$ cat src/rtl/tcb_pkg.sv
// Shared types and constants of the text console buffer.
package tcb_pkg;

	localparam logic [1:0] OP_CHAR = 2'd0;
	localparam logic [1:0] OP_KEY  = 2'd1;
	localparam logic [1:0] OP_READ = 2'd2;

	localparam logic [15:0] CH_BS    = 16'h0008;
	localparam logic [15:0] CH_TAB   = 16'h0009;
	localparam logic [15:0] CH_LF    = 16'h000A;
	localparam logic [15:0] CH_CR    = 16'h000D;
	localparam logic [15:0] CH_ESC   = 16'h001B;
	localparam logic [15:0] CH_SPACE = 16'h0020;

	localparam logic [15:0] KEY_HOME  = 16'd0;
	localparam logic [15:0] KEY_END   = 16'd1;
	localparam logic [15:0] KEY_PGUP  = 16'd2;
	localparam logic [15:0] KEY_PGDN  = 16'd3;
	localparam logic [15:0] KEY_LEFT  = 16'd4;
	localparam logic [15:0] KEY_RIGHT = 16'd5;
	localparam logic [15:0] KEY_UP    = 16'd6;
	localparam logic [15:0] KEY_DOWN  = 16'd7;
	localparam logic [15:0] KEY_DEL   = 16'd8;

	localparam logic REG_COLUMNS = 1'b0;
	localparam logic REG_ROWS    = 1'b1;

	localparam int COLS_RESET = 80;
	localparam int ROWS_RESET = 25;

	localparam int Q_DEPTH = 2;

	typedef enum logic [4:0] {
		K_NOP,
		K_PUT,
		K_BS,
		K_TAB,
		K_LF,
		K_CR,
		K_ESC,
		K_HOME,
		K_END,
		K_PGUP,
		K_PGDN,
		K_LEFT,
		K_RIGHT,
		K_UP,
		K_DOWN,
		K_DEL,
		K_READ
	} kind_t;

	typedef struct packed {
		kind_t       kind;
		logic [15:0] code;
		logic [7:0]  reps;
		logic [6:0]  rcol;
		logic [5:0]  rrow;
	} cmd_t;

	typedef struct packed {
		logic valid;
		cmd_t cmd;
	} head_t;

	typedef struct packed {
		logic pop;
		logic clearing;
	} bk_stat_t;

endpackage

$ cat src/rtl/tcb_front.sv
// Front end: takes input beats, decodes them into commands and queues them.
module tcb_front (
	input  logic             clk,
	input  logic             arst_n,
	input  logic             in_valid,
	output logic             in_stall,
	input  logic [1:0]       op,
	input  logic [15:0]      code,
	input  logic [7:0]       repeat_count,
	input  logic [6:0]       read_column,
	input  logic [5:0]       read_row,
	input  tcb_pkg::bk_stat_t status,
	output tcb_pkg::head_t   head
);
	import tcb_pkg::*;

	cmd_t       cmd_c;
	cmd_t       fifo_q [Q_DEPTH];
	logic       wr_q;
	logic       rd_q;
	logic [1:0] cnt_q;
	logic       push;
	logic       full;

	always_comb begin
		cmd_c.code = code;
		cmd_c.reps = repeat_count;
		cmd_c.rcol = read_column;
		cmd_c.rrow = read_row;
		cmd_c.kind = K_NOP;
		case (op)
			OP_CHAR: begin
				if (repeat_count != 8'd0) begin
					case (code)
						CH_BS:   cmd_c.kind = K_BS;
						CH_TAB:  cmd_c.kind = K_TAB;
						CH_LF:   cmd_c.kind = K_LF;
						CH_CR:   cmd_c.kind = K_CR;
						CH_ESC:  cmd_c.kind = K_ESC;
						default: cmd_c.kind = K_PUT;
					endcase
				end
			end
			OP_KEY: begin
				case (code)
					KEY_HOME:  cmd_c.kind = K_HOME;
					KEY_END:   cmd_c.kind = K_END;
					KEY_PGUP:  cmd_c.kind = K_PGUP;
					KEY_PGDN:  cmd_c.kind = K_PGDN;
					KEY_LEFT:  cmd_c.kind = K_LEFT;
					KEY_RIGHT: cmd_c.kind = K_RIGHT;
					KEY_UP:    cmd_c.kind = K_UP;
					KEY_DOWN:  cmd_c.kind = K_DOWN;
					KEY_DEL:   cmd_c.kind = K_DEL;
					default:   cmd_c.kind = K_NOP;
				endcase
			end
			OP_READ: cmd_c.kind = K_READ;
			default: cmd_c.kind = K_NOP;
		endcase
	end

	assign full     = (cnt_q == 2'(Q_DEPTH));
	assign in_stall = full | status.clearing;
	assign push     = in_valid & ~in_stall;

	always_ff @(posedge clk) begin
		if (push) begin
			fifo_q[wr_q] <= cmd_c;
		end
	end

	always_ff @(posedge clk or negedge arst_n) begin
		if (!arst_n) begin
			wr_q  <= 1'b0;
			rd_q  <= 1'b0;
			cnt_q <= 2'd0;
		end else begin
			if (push) begin
				wr_q <= ~wr_q;
			end
			if (status.pop) begin
				rd_q <= ~rd_q;
			end
			cnt_q <= cnt_q + 2'(push) - 2'(status.pop);
		end
	end

	assign head.valid = (cnt_q != 2'd0);
	assign head.cmd   = fifo_q[rd_q];

endmodule

$ cat config.mk
export PLATFORM = sky130hd
export DESIGN_NAME = tcb_front
export DESIGN_NICKNAME = d
export VERILOG_FILES = /design/src/rtl/tcb_pkg.sv /design/src/rtl/tcb_front.sv
export SDC_FILE = /design/constraint.sdc
export NUM_CORES = 1
export LEC_CHECK = 0
export BUFFER_PORTS_ARGS = -buffer_cell sky130_fd_sc_hd__buf_2
export CORE_MARGIN = 1
export CORE_UTILIZATION = 45
export DETAILED_ROUTE_END_ITERATION = 12
export PLACE_DENSITY = 0.69
export SLEW_MARGIN = 20
export SYNTH_ARGS = -nofsm -noshare
export SYNTH_HDL_FRONTEND = slang
export SYNTH_SLANG_ARGS = --single-unit
$ cat constraint.sdc
create_clock -name clk -period 4.45 [get_ports clk]
set_clock_uncertainty 0.2 [all_clocks]
set_input_delay 0 -clock clk [delete_from_list [all_inputs] [get_ports clk]]
set_output_delay 0 -clock clk [all_outputs]
set_load 0.1 [all_outputs]
==> results of run 1 <==
cells in the final DEF (no fill, tap or decap), types with 2 or more instances in the layout:
| master | n |
|---|---|
| dfrtp_1 | 3 |
| a211oi_1 | 2 |
| o21ai_0 | 3 |
| buf_2 | 87 |
| nand2_1 | 2 |
| o32ai_1 | 2 |
| clkbuf_8 | 9 |
| xnor2_1 | 3 |
| nor4_1 | 2 |
| edfxtp_1 | 84 |
| mux2_2 | 42 |
| ha_1 | 7 |
| nor2b_1 | 3 |
| inv_6 | 3 |
| dlygate4sd3_1 | 45 |
| inv_1 | 5 |
logic make-up (layout without fill, tap and decap cells):
logic type	Yosys count	in the layout
xor+xnor	4	4
mux	43	43
fa+ha+maj	7	7
flops	88	88
compound gates	14	14
buf+inv	10	154
simple gates	23	23
critical path, delay by kind of cell (launching register included):
family / cells / cell delay [ns]
mux: 1 / 0.33
buf+inv: 1 / 0.43
flops: 1 / 1.03
timing repair:
| action | 4_1_cts | 5_1_grt |
|---|---|---|
| hold endpoints to repair | 92 | 0 |
| setup endpoints to repair | 0 | 0 |
| buffers inserted | 0 | 0 |
| hold buffers | 45 | 0 |
worst paths after layout:
kind / start / depth (start not counted) / end / slack (ns)
worst min-delay path: status[0] / 4 / fifo_q[0][13] / 0.1
worst min register to register: cnt_q[1] / 1 / cnt_q[1] / 0.30
worst max register to register: cnt_q[0] / 5 / fifo_q[0][18] / 2.17
worst max-delay path: rd_q / 2 / head[39] / 2.10
min in group asynchronous: arst_n / 3 / cnt_q[1] / 0.35
max in group asynchronous: arst_n / 3 / rd_q / 3.51
stage by stage:
stage	power (mW)	instance area [um2]	setup slack, ns
3_3_place_gp	2.724	4109	2.150
6_report	3.294	4761	2.096
4_1_cts	3.318	4761	2.052
5_1_grt	3.399	4761	1.942
2_1_floorplan	2.506	3552	1.341
3_5_place_dp	2.732	4109	2.103
final cells by class:
class	count	area, um2	area share
Clock buffer	9	123.9	0.02602
Sequential cell	88	2624	0.5511
Timing Repair Buffer	133	893.4	0.1876
Multi-Input combinational cell	91	895.9	0.1882
Inverter	5	18.77	0.003942
Tap cell	102	127.6	0.02681
Clock inverter	7	77.57	0.01629
registers in the layout (all words and copies together) (netlist names):
name	cells
cnt_q	2
fifo_q	84
rd_q	1
wr_q	1
power breakdown:
| part | total, mW | internal [mW] | switching, mW |
|---|---|---|---|
| Clock | 0.557 | 0.265 | 0.292 |
| Combinational | 1.59 | 0.328 | 1.27 |
| Sequential | 1.14 | 1.04 | 0.108 |
per-layer routing:
| layer | up-vias | routed length [um] | share of wire | GRT usage |
|---|---|---|---|---|
| li1 | 1020 | - | - | - |
| met1 | 1017 | 3010 | 0.46 | 0.2054 |
| met2 | 59 | 3174 | 0.48 | 0.2664 |
| met3 | 12 | 278 | 0.042 | 0.03704 |
| met4 | 0 | 128 | 0.019 | 0.07804 |
| met5 | - | 0 | 0 | 0 |
==> out/qor.csv, run 1 <==
stage;metric;value;unit
status;outcome;finished with violations;
status;failing checks;design-rule violations;
logic_synthesis;Mapped Nets;240;
finish;ant diodes;0;
grt;vias in the first global route;2055;
clocking;CTS buffer count;9;
clocking;CTS root buf;clkbuf_8;
die;Die Span X;90.85;um
sta;Hold Vio Cnt, Final;0;
logic_synthesis;mux cell area share after synthesis;0.1360;
clocking;clk sinks;88;
setup_path;crit-path cells;mux2_2, buf_2;
pwr;Lkg Pwr;1.775;nW
sta;normalized max-slew margin;0.2901;
job;Max-Cap Viols;0;
grt;Overflow after GRT;0;
sta;RSZ-0062 raised after global routing;false;
logic_synthesis;Synth Area in Compound Gates;0.03100;
logic_synthesis;Synth cell types;38;
setup_path;critical path arrival;2.15;ns
logic_synthesis;Post-synth EDFFs;84;
logic_synthesis;largest family of logic cells by synthesized area;multiplexers;
sta;minimum clock period;2.354;ns
sta;Max Freq;424.8;MHz
die;die area;8253;um2
placed_design;I/O Buffers;87;
logic_synthesis;Post-Synth XOR/XNOR Area;0.009863;
sta;final setup fails;0;
grt;initial antenna violation count;0;
setup_path;Critical Path Max Stage Delay;1.03;ns
logic_synthesis;flop and latch count out of synthesis;88;
logic_synthesis;Gate Count Post-Synth;189;
clocking;CTS max path bufs;2;
placed_design;DPL Wire Length;4069;um
grt;GRT Total Usage;0.1629;
sta;max-slew violations;0;
die;num rows;32;
logic_synthesis;Seq/Total Area, Yosys;0.7383;
worst_hold_path;HP Class;input port to register;
clocking;register clock-pin slew on the reported worst setup and hold paths;0.09;ns
finish;share of layout cells above drive strength 1;0.4685;
finish;Layout area overhead;34.03;%
setup_path;Startpoint Class;register;
logic_synthesis;Main synth FF type;edfxtp_1;
setup_path;CP Capture Type;output pin;
routing;DR iter-0 viols;99;
setup_path;CP Class;register to output pin;
finish;fin util;0.6193;
finish;FILL cells;597;
sta;Total Neg Setup Slack;0;ns
logic_synthesis;Simple-Gate Fraction of Synth Area;0.04826;
logic_synthesis;most frequent cell after synthesis;edfxtp_1;
routing;length of the first detailed-routing pass in iterations;9;
finish;Final #Nets;379;
placed_design;Placed Cells incl. Taps;374;
grt;first-pass GRT wire length;10070;um
finish;Layout Cells excl Fill;435;
sta;final period utilization;0.5290;
logic_synthesis;Mean Syn Cell Area;18.79;um2
clocking;clock tree from TritonCTS;done;
setup_path;WP data required;4.25;ns
clocking;H-tree levels;3;
sta;Hold WS;0.09743;ns
die;core area;7687;um2
routing;mean routed wirelength per cell;15.15;um
logic_synthesis;cell taking the most area after synthesis;edfxtp_1;
clocking;post_cts resized;0;
clocking;Clk Latency, worst-skew pair;0.34;ns
logic_synthesis;Synth area leaders;edfxtp_1 (71%), mux2_2 (13%), dfrtp_1 (2.8%), ha_1 (2.5%), xnor2_1 (0.74%);
pwr;Worst VDD drop;0.3771;mV
die;I/O pins;88;
placed_design;gp weighted congestion;0.7135;
grt;largest net degree at the start of global routing;44;
logic_synthesis;adder-cell share of the synthesized area;0.02466;
logic_synthesis;Post-Syn Area;3552;um2
routing;DR vias;2108;
pwr;PwrDens;691.9;nW/um2
sta;Slew @ Worst Pin;1.065;ns
logic_synthesis;Commonest cells post-synth;edfxtp_1 (84), mux2_2 (42), ha_1 (7), inv_1 (5);
routing;drt drc;1;
setup_path;Worst Path Max Fanout;43;
logic_synthesis;Yosys top cell area share;0.7101;
setup_path;Slowest-stage cell, CP;dfrtp_2;
logic_synthesis;Ys Warns;0;
logic_synthesis;ys async rst share;0.04545;
routing;Via density;4.846;
routing;wirelength, routed;6592;um
routing;Antenna Violating Nets Remaining;0;
die;die height;90.85;um
die;Starting Density;0.4621;
Power figures use the tool's default switching activity.
==> inputs of run 2 (changes only) <==
--- a/config.mk
+++ b/config.mk
@@ -5,11 +5,12 @@
 export SDC_FILE = /design/constraint.sdc
 export NUM_CORES = 1
 export LEC_CHECK = 0
+export ABC_AREA = 1
 export BUFFER_PORTS_ARGS = -buffer_cell sky130_fd_sc_hd__buf_2
 export CORE_MARGIN = 1
 export CORE_UTILIZATION = 45
 export DETAILED_ROUTE_END_ITERATION = 12
-export PLACE_DENSITY = 0.69
+export PLACE_DENSITY = 0.72
 export SLEW_MARGIN = 20
 export SYNTH_ARGS = -nofsm -noshare
 export SYNTH_HDL_FRONTEND = slang
==> constraint.sdc (replaced) <==
create_clock -name clk -period 2 [get_ports clk]
set_clock_uncertainty 0.2 [all_clocks]
set_input_delay 0 -clock clk [delete_from_list [all_inputs] [get_ports clk]]
set_output_delay 0 -clock clk [all_outputs]
set_load 0.1 [all_outputs]
==> run 2 against run 1 <==
  * Largest cell class unchanged
  * Synthesized cell count grew 14%
  * The flow now finishes without violations
  * Global-route usage increased by 1.7 points
  * Via count rose by 6.5%
  * Clock-buffer cell count is 1 higher
  * Cell area up 13%
  * Synthesized area is 0.49% higher
  * Largest power group unchanged
==> out/qor.csv, run 2 <==
stage;metric;value;unit
pwr;clock power share;0.141;
grt;first-pass GRT wire length;11200;um
logic_synthesis;Seq/Total Area, Yosys;0.7347;
finish;share of layout cells above drive strength 1;0.4286;
pwr;Gate power share;0.576;
setup_path;Worst Setup EP;wr_q;
finish;ant diodes;0;
finish;Top reg by flops;fifo_q;
routing;DR iter-0 viols;88;
clocking;clk sinks;88;
pwr;Cell Int Power;4.496;mW
grt;vias in the first global route;2350;
finish;Final #Nets;410;
placed_design;gp weighted congestion;0.7737;
status;outcome;completed;
setup_path;worst r2r dst;wr_q;
clocking;clock tree from TritonCTS;done;
logic_synthesis;Mean Syn Cell Area;16.53;um2
logic_synthesis;Mapped Nets;267;
worst_hold_path;HP Class;input port to register;
setup_path;r2r startpoint;cnt_q[1];
pwr;part of the power in registers;0.283;
finish;Top Registers;fifo_q (84), cnt_q (2);
sta;Slew @ Worst Pin;0.4912;ns
sta;Total Neg Setup Slack;0;ns
logic_synthesis;Post-Syn Area;3570;um2
pwr;Lkg Pwr;2.071;nW
die;core area;7687;um2
job;Max-Cap Viols;0;
sta;max-slew violations;0;
logic_synthesis;Main synth FF type;edfxtp_1;
clocking;H-tree levels;3;
logic_synthesis;Post-synth EDFFs;84;
setup_path;FF-to-FF path depth;4;
sta;minimum clock period;1.862;ns
grt;largest net degree at the start of global routing;44;
setup_path;CP Class;register to register;
logic_synthesis;cell taking the most area after synthesis;edfxtp_1;
finish;fin util;0.7005;
routing;length of the first detailed-routing pass in iterations;6;
setup_path;critical path arrival;1.89;ns
routing;wirelength, routed;6992;um
pwr;Worst VDD drop;0.8992;mV
logic_synthesis;Gate Count Post-Synth;216;
finish;most common cell after layout, fill and taps aside;edfxtp_1;
logic_synthesis;Synth area leaders;edfxtp_1 (71%), mux2_2 (11%), dfrtp_1 (2.8%), ha_1 (2.5%), mux2_1 (2.2%);
logic_synthesis;ys async rst share;0.04545;
sta;Max Freq;537.2;MHz
logic_synthesis;Commonest cells post-synth;edfxtp_1 (84), mux2_2 (35), nand2_1 (21), nor2_1 (14), inv_1 (9);
routing;mean routed wirelength per cell;15.00;um
grt;GRT Total Usage;0.1800;
clocking;Clk Latency, worst-skew pair;0.34;ns
clocking;CTS root buf;clkbuf_8;
pwr;Switching Fraction;0.4633;
setup_path;CP startpoint;cnt_q[1];
logic_synthesis;Synth cell types;26;
setup_path;WP data required;2.03;ns
sta;normalized max-slew margin;0.6748;
routing;Antenna Violating Nets Remaining;0;
die;num rows;32;
setup_path;worst reg-to-reg setup slack;0.14;ns
clocking;register clock-pin slew on the reported worst setup and hold paths;0.09;ns
logic_synthesis;flop and latch count out of synthesis;88;
setup_path;Startpoint Class;register;
pwr;PwrDens;1556;nW/um2
logic_synthesis;most frequent cell after synthesis;edfxtp_1;
routing;DR vias;2246;
sta;Hold Vio Cnt, Final;0;
grt;initial antenna violation count;0;
die;die height;91.07;um
clocking;CTS buffer count;9;
logic_synthesis;Yosys top cell area share;0.7066;
worst_hold_path;Hold Path Stages;2;
die;Starting Density;0.4644;
logic_synthesis;Ys Warns;0;
sta;final setup fails;0;
placed_design;DPL Wire Length;4390;um
die;die area;8293;um2
routing;Via density;4.820;
sta;RSZ-0062 raised after global routing;false;
die;I/O pins;88;
setup_path;Worst Path Max Fanout;4;
finish;Layout area overhead;50.86;%
clocking;post_cts resized;0;
finish;Largest register FFs;84;
grt;Overflow after GRT;0;
placed_design;I/O Buffers;87;
pwr;Net Switching;3.882;mW
routing;drt drc;0;
clocking;CTS max path bufs;2;
finish;commonest non-fill, non-tap cells in the layout;edfxtp_1 (84), buf_2 (51), dlygate4sd3_1 (45);
finish;FILL cells;519;
sta;final period utilization;0.9308;
die;Die Span X;91.07;um
setup_path;CP Capture Type;register;
==> run 2: cell types whose count changed in the layout (fill, tap and decap cells not counted), moves of 7 or more <==
cell	change
buf_12	+39
buf_2	-36
mux2_1	+7
mux2_2	-7
nand2_1	+19
nor2_1	+11
==> run 2: power groups by stage <==
stage	Clock (mW)	Sequential (mW)	Combinational, mW
after floorplan	0	2.39	3.20
after global placement	0	2.40	4.75
after detailed placement	0	2.42	4.77
after CTS	1.21	2.37	4.85
after global routing	1.27	2.40	4.96
final	1.18	2.37	4.82
==> run 2: worst max-delay path, stage by stage (launching register included) <==
cell and delay [ns]:
dfrtp_1 0.40, nand2_1 0.09, nand3_1 0.22, dlygate4sd3_1 0.68, xor2_1 0.16
==> run 2: cell type report <==
cell class	count	area, um2	share of cell area
multi-input cells	109	884.6	0.1643
clock buffers	10	127.6	0.02370
clock inverters	6	67.56	0.01255
well taps	102	127.6	0.02370
flip-flops and latches	88	2624	0.4872
repair buffers	137	1501	0.2788
inverters	14	52.55	0.009758
==> run 2: through the flow <==
stage	hold WS [ns]	instances	setup WS [ns]	area (um2)	total power [mW]
3_3_place_gp	-0.3850	405	0.2907	4740	7.153
3_5_place_dp	-0.3840	405	0.2330	4740	7.184
6_report	0.1713	466	0.1384	5385	8.378
2_1_floorplan	-0.4956	216	-0.3614	3575	5.592
4_1_cts	0.1619	466	0.1373	5385	8.434
5_1_grt	0.1653	466	0.05995	5385	8.629
==> run 2: worst min path at each step <==
stage              startpoint  slack [ns]           end
2_1_floorplan          arst_n       -0.50      cnt_q[0]
3_3_place_gp           arst_n       -0.39      cnt_q[1]
3_5_place_dp           arst_n       -0.38      cnt_q[1]
4_1_cts           read_row[2]        0.16  fifo_q[1][2]
5_1_grt           read_row[2]        0.17  fifo_q[0][2]
6_report       read_column[1]        0.17  fifo_q[1][7]
==> run 2: layer usage <==
metal	part of all wire	vias to the layer above	global-route usage
met5	0	-	0
met4	0.017	0	0.07804
met3	0.030	12	0.03685
met2	0.56	52	0.3384
met1	0.39	1105	0.1942
li1	-	1077	-
==> run 2: cells by family after synthesis <==
logic type	count (synthesis)	share of synthesized area
multiplexers	42	0.1325
flip-flops	88	0.7347
XOR/XNOR	4	0.009816
AO/OA/AOI/OAI	8	0.01612
AND/OR/NAND/NOR	48	0.06064
buffers and inverters	19	0.02173
adder cells (fa/ha/maj)	7	0.02453
==> run 2: timing repair <==
item,CTS,global route
hold buffers,45,0
setup endpoints to repair,0,0
hold endpoints to repair,92,0
setup buffers,0,0
